===== config.mk =====
export PLATFORM = sky130hd
export DESIGN_NAME = fixed_block_pool_allocator_top
export DESIGN_NICKNAME = d
export VERILOG_FILES = /design/src/rtl/fbpa_pkg.sv /design/src/rtl/fbpa_div.sv /design/src/rtl/fixed_block_pool_allocator_top.sv
export SDC_FILE = /design/constraint.sdc
export NUM_CORES = 2
export LEC_CHECK = 0
export BUFFER_PORTS_ARGS = -buffer_cell sky130_fd_sc_hd__buf_2
export CAP_MARGIN = 20
export CORE_MARGIN = 3
export CORE_UTILIZATION = 35
export CTS_CLUSTER_DIAMETER = 60
export DETAILED_ROUTE_END_ITERATION = 6
export PLACE_DENSITY = 0.58
export SYNTH_ARGS = -nofsm -noshare
export SYNTH_HDL_FRONTEND = slang
export SYNTH_SLANG_ARGS = --single-unit

===== constraint.sdc =====
create_clock -name i_clk -period 22.8 [get_ports i_clk]
set_input_delay 4.56 -clock i_clk [delete_from_list [all_inputs] [get_ports i_clk]]
set_output_delay 4.56 -clock i_clk [all_outputs]
set_load 0.02 [all_outputs]

===== src/rtl/fbpa_pkg.sv =====
// Shared types and constants for the fixed block pool allocator.
// Used by fbpa_div, fixed_block_pool_allocator_top and fbpa_checker.
package fbpa_pkg;

    // Register field widths
    localparam int BS_W    = 21;   // block size
    localparam int CNT_W   = 9;    // block count and in-use count
    localparam int POOL_W  = 29;   // pool size in bytes
    localparam int MIN_BLOCK_BYTES = 64;

    // Divider: quotient bits needed to tell any index below the block count
    localparam int QW      = CNT_W;
    localparam int DVS_W   = BS_W + QW - 1;

    // Register indexes on the configuration port
    localparam int REG_IDX_W = 3;
    localparam logic [REG_IDX_W-1:0] REG_POOL_VALID  = 3'd0;
    localparam logic [REG_IDX_W-1:0] REG_VIRT_BASE   = 3'd1;
    localparam logic [REG_IDX_W-1:0] REG_PHYS_BASE   = 3'd2;
    localparam logic [REG_IDX_W-1:0] REG_BLOCK_SIZE  = 3'd3;
    localparam logic [REG_IDX_W-1:0] REG_BLOCK_COUNT = 3'd4;
    localparam logic [REG_IDX_W-1:0] REG_POOL_BYTES  = 3'd5;

    // Result status codes
    localparam int ST_W = 3;
    localparam logic [ST_W-1:0] ST_ALLOC   = 3'd0;
    localparam logic [ST_W-1:0] ST_REFUSED = 3'd1;
    localparam logic [ST_W-1:0] ST_FREED   = 3'd2;
    localparam logic [ST_W-1:0] ST_IGNORED = 3'd3;
    localparam logic [ST_W-1:0] ST_FULL    = 3'd4;

    // Divider result handed back to the top level
    typedef struct packed {
        logic          done;   // one-cycle pulse when the quotient is ready
        logic          over;   // quotient is 2**QW or more
        logic [QW-1:0] quot;
    } t_div_res;

endpackage


===== src/rtl/fbpa_div.sv =====
// Restoring divider: pool offset over block size, one quotient bit a cycle.
// Depends on fbpa_pkg for widths and the result struct.
module fbpa_div (
    input  logic                         i_clk,
    input  logic                         i_rst_n,
    input  logic                         i_start,
    input  logic [fbpa_pkg::POOL_W-1:0]  i_dividend,
    input  logic [fbpa_pkg::BS_W-1:0]    i_divisor,
    output fbpa_pkg::t_div_res           o_res
);

    localparam int CMP_W = (fbpa_pkg::POOL_W > fbpa_pkg::DVS_W) ?
                           fbpa_pkg::POOL_W : fbpa_pkg::DVS_W;
    localparam int STEP_W = $clog2(fbpa_pkg::QW + 1);

    logic                         r_busy;
    logic                         r_done;
    logic [STEP_W-1:0]            r_step;
    logic [fbpa_pkg::POOL_W-1:0]  r_rem;
    logic [fbpa_pkg::DVS_W-1:0]   r_dvs;
    logic [fbpa_pkg::QW-1:0]      r_quot;
    logic                         r_over;
    logic                         fits;

    // Trial compare of remainder against the shifted divisor
    assign fits = CMP_W'(r_rem) >= CMP_W'(r_dvs);

    // Control: load on start, count the steps down, pulse done
    always_ff @(posedge i_clk) begin
        if (!i_rst_n) begin
            r_busy <= 1'b0;
            r_done <= 1'b0;
            r_step <= '0;
        end else begin
            r_done <= 1'b0;
            if (i_start) begin
                r_busy <= 1'b1;
                r_step <= STEP_W'(fbpa_pkg::QW);
            end else if (r_busy) begin
                r_step <= r_step - 1'b1;
                if (r_step == STEP_W'(1)) begin
                    r_busy <= 1'b0;
                    r_done <= 1'b1;
                end
            end
        end
    end

    // Datapath: subtract where it fits, shift the divisor down
    always_ff @(posedge i_clk) begin
        if (i_start) begin
            r_rem  <= i_dividend;
            r_dvs  <= fbpa_pkg::DVS_W'(i_divisor) << (fbpa_pkg::QW - 1);
            r_quot <= '0;
            r_over <= (i_dividend >> fbpa_pkg::QW) >= fbpa_pkg::POOL_W'(i_divisor);
        end else if (r_busy) begin
            if (fits) begin
                r_rem <= r_rem - fbpa_pkg::POOL_W'(r_dvs);
            end
            r_quot <= {r_quot[fbpa_pkg::QW-2:0], fits};
            r_dvs  <= r_dvs >> 1;
        end
    end

    assign o_res.done = r_done;
    assign o_res.over = r_over;
    assign o_res.quot = r_quot;

endmodule


===== src/rtl/fixed_block_pool_allocator_top.sv =====
// Fixed-size block pool allocator with a LIFO free-index stack in block RAM.
// Depends on fbpa_pkg and fbpa_div.
//
//  Channel  Dir  Handshake              Payload
//  s        in   i_s_tvalid/o_s_tready  tuser: req_type; tdata: free_addr
//  m        out  o_m_tvalid/i_m_tready  tuser: status;
//                                       tdata: block_pa, virt_addr, blocks_in_use
//  cfg      in   i_cfg_wen              i_cfg_index, i_cfg_wdata
//
//  One request is in flight at a time. Allocate: the result passes through decode
//  with stack RAM read, multiply, add and load before it is valid; the next
//  request is taken after the load. Free: the result waits on the nine-step divider.
//  Refused requests and frees ignored at decode go from decode straight to the load.
//  A finished result waits in the output register while the next request is
//  taken; a request that finishes while that register is still full holds.
//  Reset is synchronous; the stack needs no clearing pass, a low-water mark
//  stands in for the entries a block count write would load.
module fixed_block_pool_allocator_top #(
    parameter int MAX_BLOCKS = 256,
    parameter int ADDR_WIDTH = 48
) (
    input  logic                              i_clk,
    input  logic                              i_rst_n,
    // request stream
    input  logic                              i_s_tvalid,
    output logic                              o_s_tready,
    input  logic [((ADDR_WIDTH+7)/8)*8-1:0]   i_s_tdata,  // free_addr
    input  logic                              i_s_tuser,  // req_type
    // result stream
    output logic                              o_m_tvalid,
    input  logic                              i_m_tready,
    // block_pa, virt_addr, blocks_in_use
    output logic [((2*ADDR_WIDTH+fbpa_pkg::CNT_W+7)/8)*8-1:0] o_m_tdata,
    output logic [fbpa_pkg::ST_W-1:0]        o_m_tuser,  // status
    // configuration writes
    input  logic                              i_cfg_wen,
    input  logic [fbpa_pkg::REG_IDX_W-1:0]    i_cfg_index,
    input  logic [((ADDR_WIDTH > fbpa_pkg::POOL_W) ? ADDR_WIDTH : fbpa_pkg::POOL_W)-1:0]
                                              i_cfg_wdata
);

    localparam int AW     = ADDR_WIDTH;
    localparam int IW     = (MAX_BLOCKS > 1) ? $clog2(MAX_BLOCKS) : 1;
    localparam int SW     = $clog2(MAX_BLOCKS + 1);
    localparam int XW     = (AW > fbpa_pkg::POOL_W) ? AW : fbpa_pkg::POOL_W;
    localparam int DFW    = XW + 1;
    localparam int PRW    = IW + fbpa_pkg::BS_W;
    localparam int OUT_TDW = ((2*AW + fbpa_pkg::CNT_W + 7)/8)*8;
    localparam int CNT_MAX = (1 << fbpa_pkg::CNT_W) - 1;

    // State codes
    localparam logic [2:0] S_IDLE     = 3'd0;
    localparam logic [2:0] S_DECODE   = 3'd1;
    localparam logic [2:0] S_POP_DATA = 3'd2;
    localparam logic [2:0] S_ADD      = 3'd3;
    localparam logic [2:0] S_DIV      = 3'd4;
    localparam logic [2:0] S_FIN      = 3'd5;

    // Configuration registers
    logic                          r_pool_valid;
    logic [AW-1:0]                 r_virt_base;
    logic [AW-1:0]                 r_phys_base;
    logic [fbpa_pkg::BS_W-1:0]     r_bs;          // effective block size
    logic [fbpa_pkg::CNT_W-1:0]    r_block_count;
    logic [fbpa_pkg::POOL_W-1:0]   r_pool_bytes;

    // Stack state
    logic [IW-1:0]                 r_stack [MAX_BLOCKS];
    logic [IW-1:0]                 r_rd_data;
    logic [SW-1:0]                 r_depth;
    logic [SW-1:0]                 r_low;         // lowest depth since reload
    logic [SW-1:0]                 r_fill_n;      // clamped count at reload
    logic [fbpa_pkg::CNT_W-1:0]    r_in_use;

    // Request and working registers
    logic [2:0]                    r_state;
    logic [2:0]                    n_state;
    logic                          r_req;
    logic [AW-1:0]                 r_addr;
    logic [SW-1:0]                 r_rd_pos;
    logic                          r_use_init;
    logic [PRW-1:0]                r_prod;
    logic [fbpa_pkg::ST_W-1:0]     r_status;
    logic [AW-1:0]                 r_pa;
    logic [AW-1:0]                 r_va;

    // Output register
    logic                          r_out_valid;
    logic [fbpa_pkg::ST_W-1:0]     r_out_status;
    logic [AW-1:0]                 r_out_pa;
    logic [AW-1:0]                 r_out_va;
    logic [fbpa_pkg::CNT_W-1:0]    r_out_biu;

    // Combinational helpers
    logic                          s_accept;
    logic                          out_free;
    logic [DFW-1:0]                dec_diff;
    logic                          dec_ignore;
    logic                          alloc_ok;
    logic [SW-1:0]                 pop_pos;
    logic [IW-1:0]                 pop_idx;
    logic                          free_bad_idx;
    logic                          stk_full;
    logic [SW-1:0]                 cfg_n;
    logic [fbpa_pkg::BS_W-1:0]     cfg_bs;
    fbpa_pkg::t_div_res            div_res;

    assign s_accept   = i_s_tvalid && o_s_tready;
    assign o_s_tready = (r_state == S_IDLE);
    assign out_free   = !r_out_valid || i_m_tready;

    // Decode: range check as one subtract and one compare, no wrap
    assign dec_diff   = DFW'(r_addr) - DFW'(r_virt_base);
    assign dec_ignore = !r_pool_valid || (r_addr == '0) || dec_diff[DFW-1] ||
                        (dec_diff >= DFW'(r_pool_bytes));
    assign alloc_ok   = r_pool_valid && (r_depth != '0);
    assign pop_pos    = r_depth - 1'b1;

    // Pop: entries below the low-water mark still hold their loaded value
    assign pop_idx = r_use_init ? IW'(r_fill_n - SW'(1) - r_rd_pos) : r_rd_data;

    // Free: quotient must lie below the block count and MAX_BLOCKS
    assign free_bad_idx = div_res.over ||
                          (div_res.quot >= r_block_count) ||
                          (32'(div_res.quot) >= MAX_BLOCKS);
    assign stk_full     = (r_depth == SW'(MAX_BLOCKS));

    // Configuration value conversions
    assign cfg_n  = (32'(i_cfg_wdata[fbpa_pkg::CNT_W-1:0]) > MAX_BLOCKS) ?
                    SW'(MAX_BLOCKS) : SW'(i_cfg_wdata[fbpa_pkg::CNT_W-1:0]);
    assign cfg_bs = (i_cfg_wdata[fbpa_pkg::BS_W-1:0] <
                     fbpa_pkg::BS_W'(fbpa_pkg::MIN_BLOCK_BYTES)) ?
                    fbpa_pkg::BS_W'(fbpa_pkg::MIN_BLOCK_BYTES) :
                    i_cfg_wdata[fbpa_pkg::BS_W-1:0];

    fbpa_div u_div (
        .i_clk      (i_clk),
        .i_rst_n    (i_rst_n),
        .i_start    ((r_state == S_DECODE) && r_req && !dec_ignore),
        .i_dividend (dec_diff[fbpa_pkg::POOL_W-1:0]),
        .i_divisor  (r_bs),
        .o_res      (div_res)
    );

    // Next state
    always_comb begin
        n_state = r_state;
        unique case (r_state)
            S_IDLE: begin
                if (s_accept) n_state = S_DECODE;
            end
            S_DECODE: begin
                if (r_req) begin
                    n_state = dec_ignore ? S_FIN : S_DIV;
                end else begin
                    n_state = alloc_ok ? S_POP_DATA : S_FIN;
                end
            end
            S_POP_DATA: n_state = S_ADD;
            S_ADD:      n_state = S_FIN;
            S_DIV: begin
                if (div_res.done) n_state = S_FIN;
            end
            S_FIN: begin
                if (out_free) n_state = S_IDLE;
            end
            default:    n_state = S_IDLE;
        endcase
    end

    // Stack RAM: one write port, one registered read port
    always_ff @(posedge i_clk) begin
        if ((r_state == S_DIV) && div_res.done && !free_bad_idx && !stk_full) begin
            r_stack[IW'(r_depth)] <= IW'(div_res.quot);
        end
        if ((r_state == S_DECODE) && !r_req && alloc_ok) begin
            r_rd_data <= r_stack[IW'(pop_pos)];
        end
    end

    // Control state, configuration and stack pointers
    always_ff @(posedge i_clk) begin
        if (!i_rst_n) begin
            r_state       <= S_IDLE;
            r_pool_valid  <= 1'b0;
            r_virt_base   <= '0;
            r_phys_base   <= '0;
            r_bs          <= fbpa_pkg::BS_W'(fbpa_pkg::MIN_BLOCK_BYTES);
            r_block_count <= '0;
            r_pool_bytes  <= '0;
            r_depth       <= '0;
            r_low         <= '0;
            r_fill_n      <= '0;
            r_in_use      <= '0;
            r_out_valid   <= 1'b0;
        end else begin
            r_state <= n_state;

            // Register writes; a block count write reloads the stack
            if (i_cfg_wen) begin
                unique case (i_cfg_index)
                    fbpa_pkg::REG_POOL_VALID:  r_pool_valid <= i_cfg_wdata[0];
                    fbpa_pkg::REG_VIRT_BASE:   r_virt_base  <= i_cfg_wdata[AW-1:0];
                    fbpa_pkg::REG_PHYS_BASE:   r_phys_base  <= i_cfg_wdata[AW-1:0];
                    fbpa_pkg::REG_BLOCK_SIZE:  r_bs         <= cfg_bs;
                    fbpa_pkg::REG_BLOCK_COUNT: begin
                        r_block_count <= i_cfg_wdata[fbpa_pkg::CNT_W-1:0];
                        r_depth       <= cfg_n;
                        r_low         <= cfg_n;
                        r_fill_n      <= cfg_n;
                        r_in_use      <= '0;
                    end
                    fbpa_pkg::REG_POOL_BYTES:  r_pool_bytes <= i_cfg_wdata[fbpa_pkg::POOL_W-1:0];
                    default: ;
                endcase
            end

            // Pop: drop the depth and track the low-water mark
            if ((r_state == S_DECODE) && !r_req && alloc_ok) begin
                r_depth <= pop_pos;
                if (pop_pos < r_low) r_low <= pop_pos;
            end

            // Count the allocated block, saturating
            if ((r_state == S_POP_DATA) && (r_in_use != fbpa_pkg::CNT_W'(CNT_MAX))) begin
                r_in_use <= r_in_use + 1'b1;
            end

            // Push on a good free
            if ((r_state == S_DIV) && div_res.done && !free_bad_idx && !stk_full) begin
                r_depth <= r_depth + 1'b1;
                if (r_in_use != '0) r_in_use <= r_in_use - 1'b1;
            end

            // Output register valid
            if ((r_state == S_FIN) && out_free) begin
                r_out_valid <= 1'b1;
            end else if (i_m_tready) begin
                r_out_valid <= 1'b0;
            end
        end
    end

    // Request capture and result datapath
    always_ff @(posedge i_clk) begin
        if (s_accept) begin
            r_req  <= i_s_tuser;
            r_addr <= i_s_tdata[AW-1:0];
        end
        if (r_state == S_DECODE) begin
            r_rd_pos   <= pop_pos;
            r_use_init <= pop_pos < r_low;
            if (r_req) begin
                r_status <= fbpa_pkg::ST_IGNORED;
            end else begin
                r_status <= fbpa_pkg::ST_REFUSED;
            end
        end
        if (r_state == S_POP_DATA) begin
            r_prod <= PRW'(pop_idx) * PRW'(r_bs);
        end
        if (r_state == S_ADD) begin
            r_pa     <= r_phys_base + AW'(r_prod);
            r_va     <= r_virt_base + AW'(r_prod);
            r_status <= fbpa_pkg::ST_ALLOC;
        end
        if ((r_state == S_DIV) && div_res.done) begin
            if (free_bad_idx) begin
                r_status <= fbpa_pkg::ST_IGNORED;
            end else if (stk_full) begin
                r_status <= fbpa_pkg::ST_FULL;
            end else begin
                r_status <= fbpa_pkg::ST_FREED;
            end
        end
        // Load the output beat; addresses only on a granted allocate
        if ((r_state == S_FIN) && out_free) begin
            r_out_status <= r_status;
            r_out_pa     <= (r_status == fbpa_pkg::ST_ALLOC) ? r_pa : '0;
            r_out_va     <= (r_status == fbpa_pkg::ST_ALLOC) ? r_va : '0;
            r_out_biu    <= r_in_use;
        end
    end

    assign o_m_tvalid = r_out_valid;
    assign o_m_tuser  = r_out_status;
    assign o_m_tdata  = OUT_TDW'({r_out_biu, r_out_va, r_out_pa});

endmodule


* Word level (Yosys, flattened, before mapping)
Memories as Yosys holds them, arrays and structs flattened. A register that Yosys moved wholly into a read port is not among the register bits.
Index checks and enable logic that the tools add are counted.
** Word-level totals
- Register bits :: 563
- RAM bits :: 2048
- Input port bits :: 105
- Output and inout bits :: 117
- Memories kept :: 1
** Cells by class
- Add/sub/neg operators :: 11
- Multipliers :: 1
- Magnitude comparators :: 8
- Equality and inequality tests :: 16
- Multiplexer cells :: 44
- Bitwise gates (word level) :: 2
- Reduce and logical (&&, ||, !) cells :: 46
** Memory list
- r_stack :: depth 256, width 8, rd ports 1, clocked after Yosys merged registers in 1, write ports 1, RTL line fixed_block_pool_allocator_top.sv:68 : logic [IW-1:0] r_stack [MAX_BLOCKS];
** Operators by type and width (number)
- 29-bit two-way mux :: 5
- 9-bit two-way mux :: 14
- 48-bit by 29-bit adder with 48-bit output :: 2
- 49-bit by 29-bit >= comparator with 1-bit output :: 1
- 48-bit by 48-bit subtractor with 49-bit output :: 1
- 48-bit logical NOT :: 1
- 3-bit two-way mux :: 10
- 29-bit >= comparator :: 1
- 8-bit by 21-bit multiplier with 29-bit output :: 1
- 29-bit subtractor :: 1
- 20-bit by 21-bit >= comparator with 1-bit output :: 1
- 21-bit by 7-bit < comparator with 1-bit output, second input constant :: 1
- 21-bit two-way mux :: 1
- 9-bit by 1-bit adder with 9-bit output, second input constant :: 2
- 3-bit one-hot mux with 6 select lines :: 1
- 9-bit nonzero test :: 2
- 9-bit by 1-bit subtractor with 9-bit output, second input constant :: 2
- 2-bit AND reduction :: 8
- 3-bit by 2-bit == test with 1-bit output, second input constant :: 4
- 3-bit == test, second input constant :: 4
- 1-bit logical AND :: 11
- 9-bit == test, second input constant :: 1
- 9-bit >= comparator :: 1
- 9-bit >= comparator, second input constant :: 1
- 23 further kinds :: 51

* Logic depth before layout (Yosys ltp)
- Depth after elaboration :: 8
- Mapped depth :: 30

* By module
From an unflattened synthesis, not the netlist that was laid out.
** Unflattened totals
- Cell total of the unflattened synthesis :: 7097
- Area total of the unflattened synthesis :: 114795.1 um^2
** By module, submodules not included
- fixed_block_pool_allocator_top :: instances 1, cells each 6507, area an instance 109575.1 um^2, seq. area each 74471.4 um^2
- fbpa_div :: instances 1, cells each 590, area an instance 5220.0 um^2, seq. area each 1991.9 um^2

* Least setup slack after synthesis
OpenSTA, ideal clock, no wires.
- Path kind :: input port to flip-flop
- Start :: input port i_m_tready
- End :: register r_out_status, in the netlist o_m_tuser[0] (enable)
- Library setup time :: 576 ps
- Data arrival time :: 9092 ps
- Data required time :: 22224 ps
- Path slack :: 13132 ps
- Cell stages on the path :: 2
- Buffers on the path :: 0
- Cells stage by stage :: nor2b_1 -> nor2_1
** On the way
- Longest elaborated chain between the ends :: 2
** RTL lines
- start: declaration :: RTL line fixed_block_pool_allocator_top.sv:31 : input logic i_m_tready,
- 1-bit logical OR :: RTL line fixed_block_pool_allocator_top.sv:110 : assign out_free = !r_out_valid || i_m_tready;
- 1-bit logical AND :: RTL line fixed_block_pool_allocator_top.sv:277 : if ((r_state == S_FIN) && out_free) begin
- end signal: assignment :: RTL line fixed_block_pool_allocator_top.sv:278 : r_out_status <= r_status;
- end: declaration :: RTL line fixed_block_pool_allocator_top.sv:89 : logic [fbpa_pkg::ST_W-1:0] r_out_status;
Every way passes these cells.
A chain may end at the register's enable or synchronous reset.

* Final worst setup path
- Start :: register r_addr[0]
- End :: register u_div.r_rem[26] in the netlist's numbering (enable)
** On the way
- Longest elaborated chain between the ends :: 8
- Elaborated cells on any way between the ends :: 11
- Classes of those cells :: 1 x add/sub; 1 x order compare; 9 x reduce/logical
** RTL lines
- start: declaration :: RTL line fixed_block_pool_allocator_top.sv:79 : logic [AW-1:0] r_addr;
- start signal: assignment :: RTL line fixed_block_pool_allocator_top.sv:248 : r_addr <= i_s_tdata[AW-1:0];
- branches (longest 3 deep; another with 48-bit by 48-bit subtractor with 49-bit output)
- 1-bit logical OR * :: RTL line fixed_block_pool_allocator_top.sv:114 : assign dec_ignore = !r_pool_valid || (r_addr == '0) || dec_diff[DFW-1] ||
- 1-bit logical NOT * :: RTL line fixed_block_pool_allocator_top.sv:139 : .i_start ((r_state == S_DECODE) && r_req && !dec_ignore),
- 1-bit logical AND * :: RTL line fixed_block_pool_allocator_top.sv:139
- 2-bit nonzero test (no line)
- 2-bit AND reduction (no line) *
- end signal: assignment :: RTL line fbpa_div.sv:52 : r_rem <= i_dividend;
- end signal: assignment :: RTL line fbpa_div.sv:58 : r_rem <= r_rem - fbpa_pkg::POOL_W'(r_dvs);
- end: declaration :: RTL line fbpa_div.sv:19 : logic [fbpa_pkg::POOL_W-1:0] r_rem;
Mark *: on every way between the ends.

==> out/summary.txt <==
Synth cell types -> 86
GRT Total Usage -> 0.183
Seq pwr share -> 0.514
Layout Nets -> 7848
Port Buf Inserts -> 214
Final worst path period share -> 0.315
Net switching power -> 2.26 mW
Worst EP required -> 23320 ps
CTS Buf Count -> 281
Post-Syn Area -> 115000 µm²
Postcts setup bufs -> 0
Reg-to-Reg Start -> r_addr[0]
RePlAce Congestion -> 0.917
Synthesis warning total -> 0
IO Count -> 222
R2r endpoint -> u_div.r_rem[26]
Top post-synthesis cells by area -> edfxtp_1, mux4_2, dfxtp_1
Final hold vios -> 0
Sequential area share after synthesis -> 0.666
CTS tree -> yes
Critical path type -> flop to flop
Hold_sp -> r_pool_bytes[15]
Rel. slew slack -> 0.116
Remaining antenna violation count after routing -> 0
Final setup viols -> 0
CTS Sinks -> 2619
Worst-path clk slew -> 60 ps
GR Overflow Total -> 0
Layout area overhead -> 13.1%
Clock power share -> 0.432
Post-CTS Resized -> 0
Largest net degree at the start of global routing -> 213
Worst setup EP type -> flop
Peak VDD IR -> 0.0788 mV
Vias per cell -> 5.39
Die height -> 579 µm
R2R cell count -> 24
Final Critical Period -> 7180 ps
Drt first pass iters -> 7
Internal power -> 7.95 mW
Die ar. -> 335000 µm²
CTS Root Buffer Type -> clkbuf_16
H-Tree Depth -> 5
Synth area leader -> edfxtp_1
Top FF cell, synth -> edfxtp_1
Overall die width -> 579 µm
DRC violations left -> 0
Outcome -> finished, final reports clean
RSZ-0062 raised after global routing -> no
Antenna violations before repair -> 32
Ys async rst share -> 0
Leak -> 43.0 nW
Number of synthesized flops with an enable pin -> 2401
Power per cell area -> 78.7 nW/µm²
Fmax -> 139 MHz
Setup_tns -> 0 ps
Worst Hold Class -> flop to flop
Later-pin clock latency in the skew report -> 860 ps
Avg Cell Area, Syn -> 16.1 µm²
1st-iter DRT viols -> 6156
HPWL Detailed -> 201 mm
Hold endpoint -> r_pool_bytes[15]
Startpoint types -> flop
Vias in the first global route -> 64200
Initial core utilization -> 0.353
Gate power share -> 0.055
Top-area cell type share of the netlist area -> 0.628
WL/cell -> 26.2 µm
Fin Clk Skew -> 79.0 ps
Global-route wire length before repair -> 453 mm
Layout cells sized above 1 -> 0.191
Maxcap violations -> 0
Switching share of total power -> 0.221
Data arrival time of the worst path -> 7700 ps
WHS Path Cells -> 2
# hold bufs at CTS -> 0
WL final -> 312 mm
Rows -> 209
Slew @ Worst Pin -> 1330 ps
Crit path max fanout -> 74
Total number of vias -> 64200
Flop2flop setup slack -> 15620 ps
Max-slew violations -> 0
Core area -> 325000 µm²
Commonest cells post-synth -> edfxtp_1, mux4_2, nor2_1
Synthesized netlist cell count -> 7122
Post-Route Utilization -> 0.399
Max Root-Sink Buffers -> 4
Most common cell in the netlist -> edfxtp_1
Flops & latches, synth -> 2619
-- per-stage QoR --
step	worst slack, ps	cell area (µm²)	power, mW	instances	hold slack, ps
after CTS	15680	130000	10.3	11900	455
final	15620	130000	10.2	11900	455
after global placement	15760	121000	5.89	11400	443
after detailed placement	15680	121000	5.90	11400	446
after global routing	15140	130000	10.5	11900	470
after floorplan	13130	115000	5.69	7128	406
-- critical path, stage by stage, from the launching register on --
cell and delay [ps]:
edfxtp_1 390, inv_1 70, ha_1 150, inv_1 50, fa_1 420, a211oi_1 290, o21ai_1 220, a31o_2 270
a21o_1 190, a21o_1 180, a21oi_1 170, xnor2_1 180, ha_1 360, nand4_1 120, or4_1 620, o311ai_0 360
nor3_1 110, o211ai_1 130, nor4_1 80, and4_1 170, and4_1 230, nand3_4 90, buf_4 820, nand2_1 690
buf_4 450
-- cell families after synthesis --
kind of cell | share of synthesized area
other | 0.0000327
DFF | 0.666
muxes | 0.133
buffers and inverters | 0.0227
adders and majority gates | 0.0499
AOI/OAI and AO/OA | 0.0460
xor gates and xnor gates | 0.0139
and+or+nand+nor | 0.0678
-- placed cells by master (no fill, tap or decap), types with 18 or more instances in the layout --
cell type / n
edfxtp_1: 2401
mux4_2: 640
nor2_1: 588
nand2_1: 565
a21oi_1: 322
inv_1: 293
clkbuf_16: 285
ha_1: 266
buf_2: 214
dfxtp_1: 208
and2_1: 146
fa_1: 119
xnor2_1: 113
o21ai_0: 91
buf_4: 83
a21o_1: 77
nand3_1: 73
nor3_1: 69
xor2_1: 66
clkinv_1: 61
clkbuf_1: 60
a211oi_1: 53
nand2b_1: 53
nand4_1: 44
o21a_1: 41
clkinv_2: 40
nor2b_1: 32
o211ai_1: 31
nor4_1: 30
mux2i_1: 30
or3_1: 25
a31oi_1: 25
a22oi_1: 25
mux2_4: 22
o21bai_1: 21
and3_1: 21
bufinv_16: 19
a311oi_1: 18
-- flip-flops by register name, indices dropped and copies added (netlist names), 48 cells and up --
| name | count |
|---|---|
| r_virt_base | 48 |
| r_phys_base | 48 |
| r_addr | 48 |
| r_out_va | 48 |
| r_out_pa | 48 |
| r_stack | 2048 |
| r_va | 48 |
| r_pa | 48 |
-- routing by layer --
metal,vias up,GRT usage,part of all wire
li1,27900,-,-
met1,33400,0.248,0.41
met2,2388,0.301,0.48
met3,518,0.0321,0.071
met4,8,0.0544,0.033
met5,-,0,0.00013
-- worst max-delay path by stage --
stage / start / depth (start not counted) / to / slack [ps]
after floorplan: i_m_tready / 2 / o_m_tuser[0] / 13130
after global placement: r_rd_pos[0] / 28 / r_prod[27] / 15760
after detailed placement: r_addr[0] / 24 / u_div.r_rem[28] / 15680
after CTS: r_addr[0] / 24 / u_div.r_rem[26] / 15680
after global routing: r_addr[0] / 25 / u_div.r_rem[21] / 15140
final: r_addr[0] / 24 / u_div.r_rem[26] / 15620
-- layout make-up --
cell class                      count  area (µm²)
Antenna cell                       14        35.0
Clock buffer                      348        7400
Clock inverter                    142        1360
Fill cell                       29500      196000
Inverter                          309        1160
Multi-Input combinational cell   3835       35900
Sequential cell                  2619       76500
Tap cell                         4325        5410
Timing Repair Buffer              311        1990
-- power groups by stage --
stage / logic [mW] / registers, mW / clock network [mW]
floorplan: 0.346 / 5.35 / 0
CTS: 0.558 / 5.24 / 4.49
finish: 0.560 / 5.24 / 4.41
global route: 0.606 / 5.24 / 4.68
global placement: 0.551 / 5.34 / 0
detailed placement: 0.555 / 5.34 / 0
No activity file was read; power rests on OpenSTA's default activity.
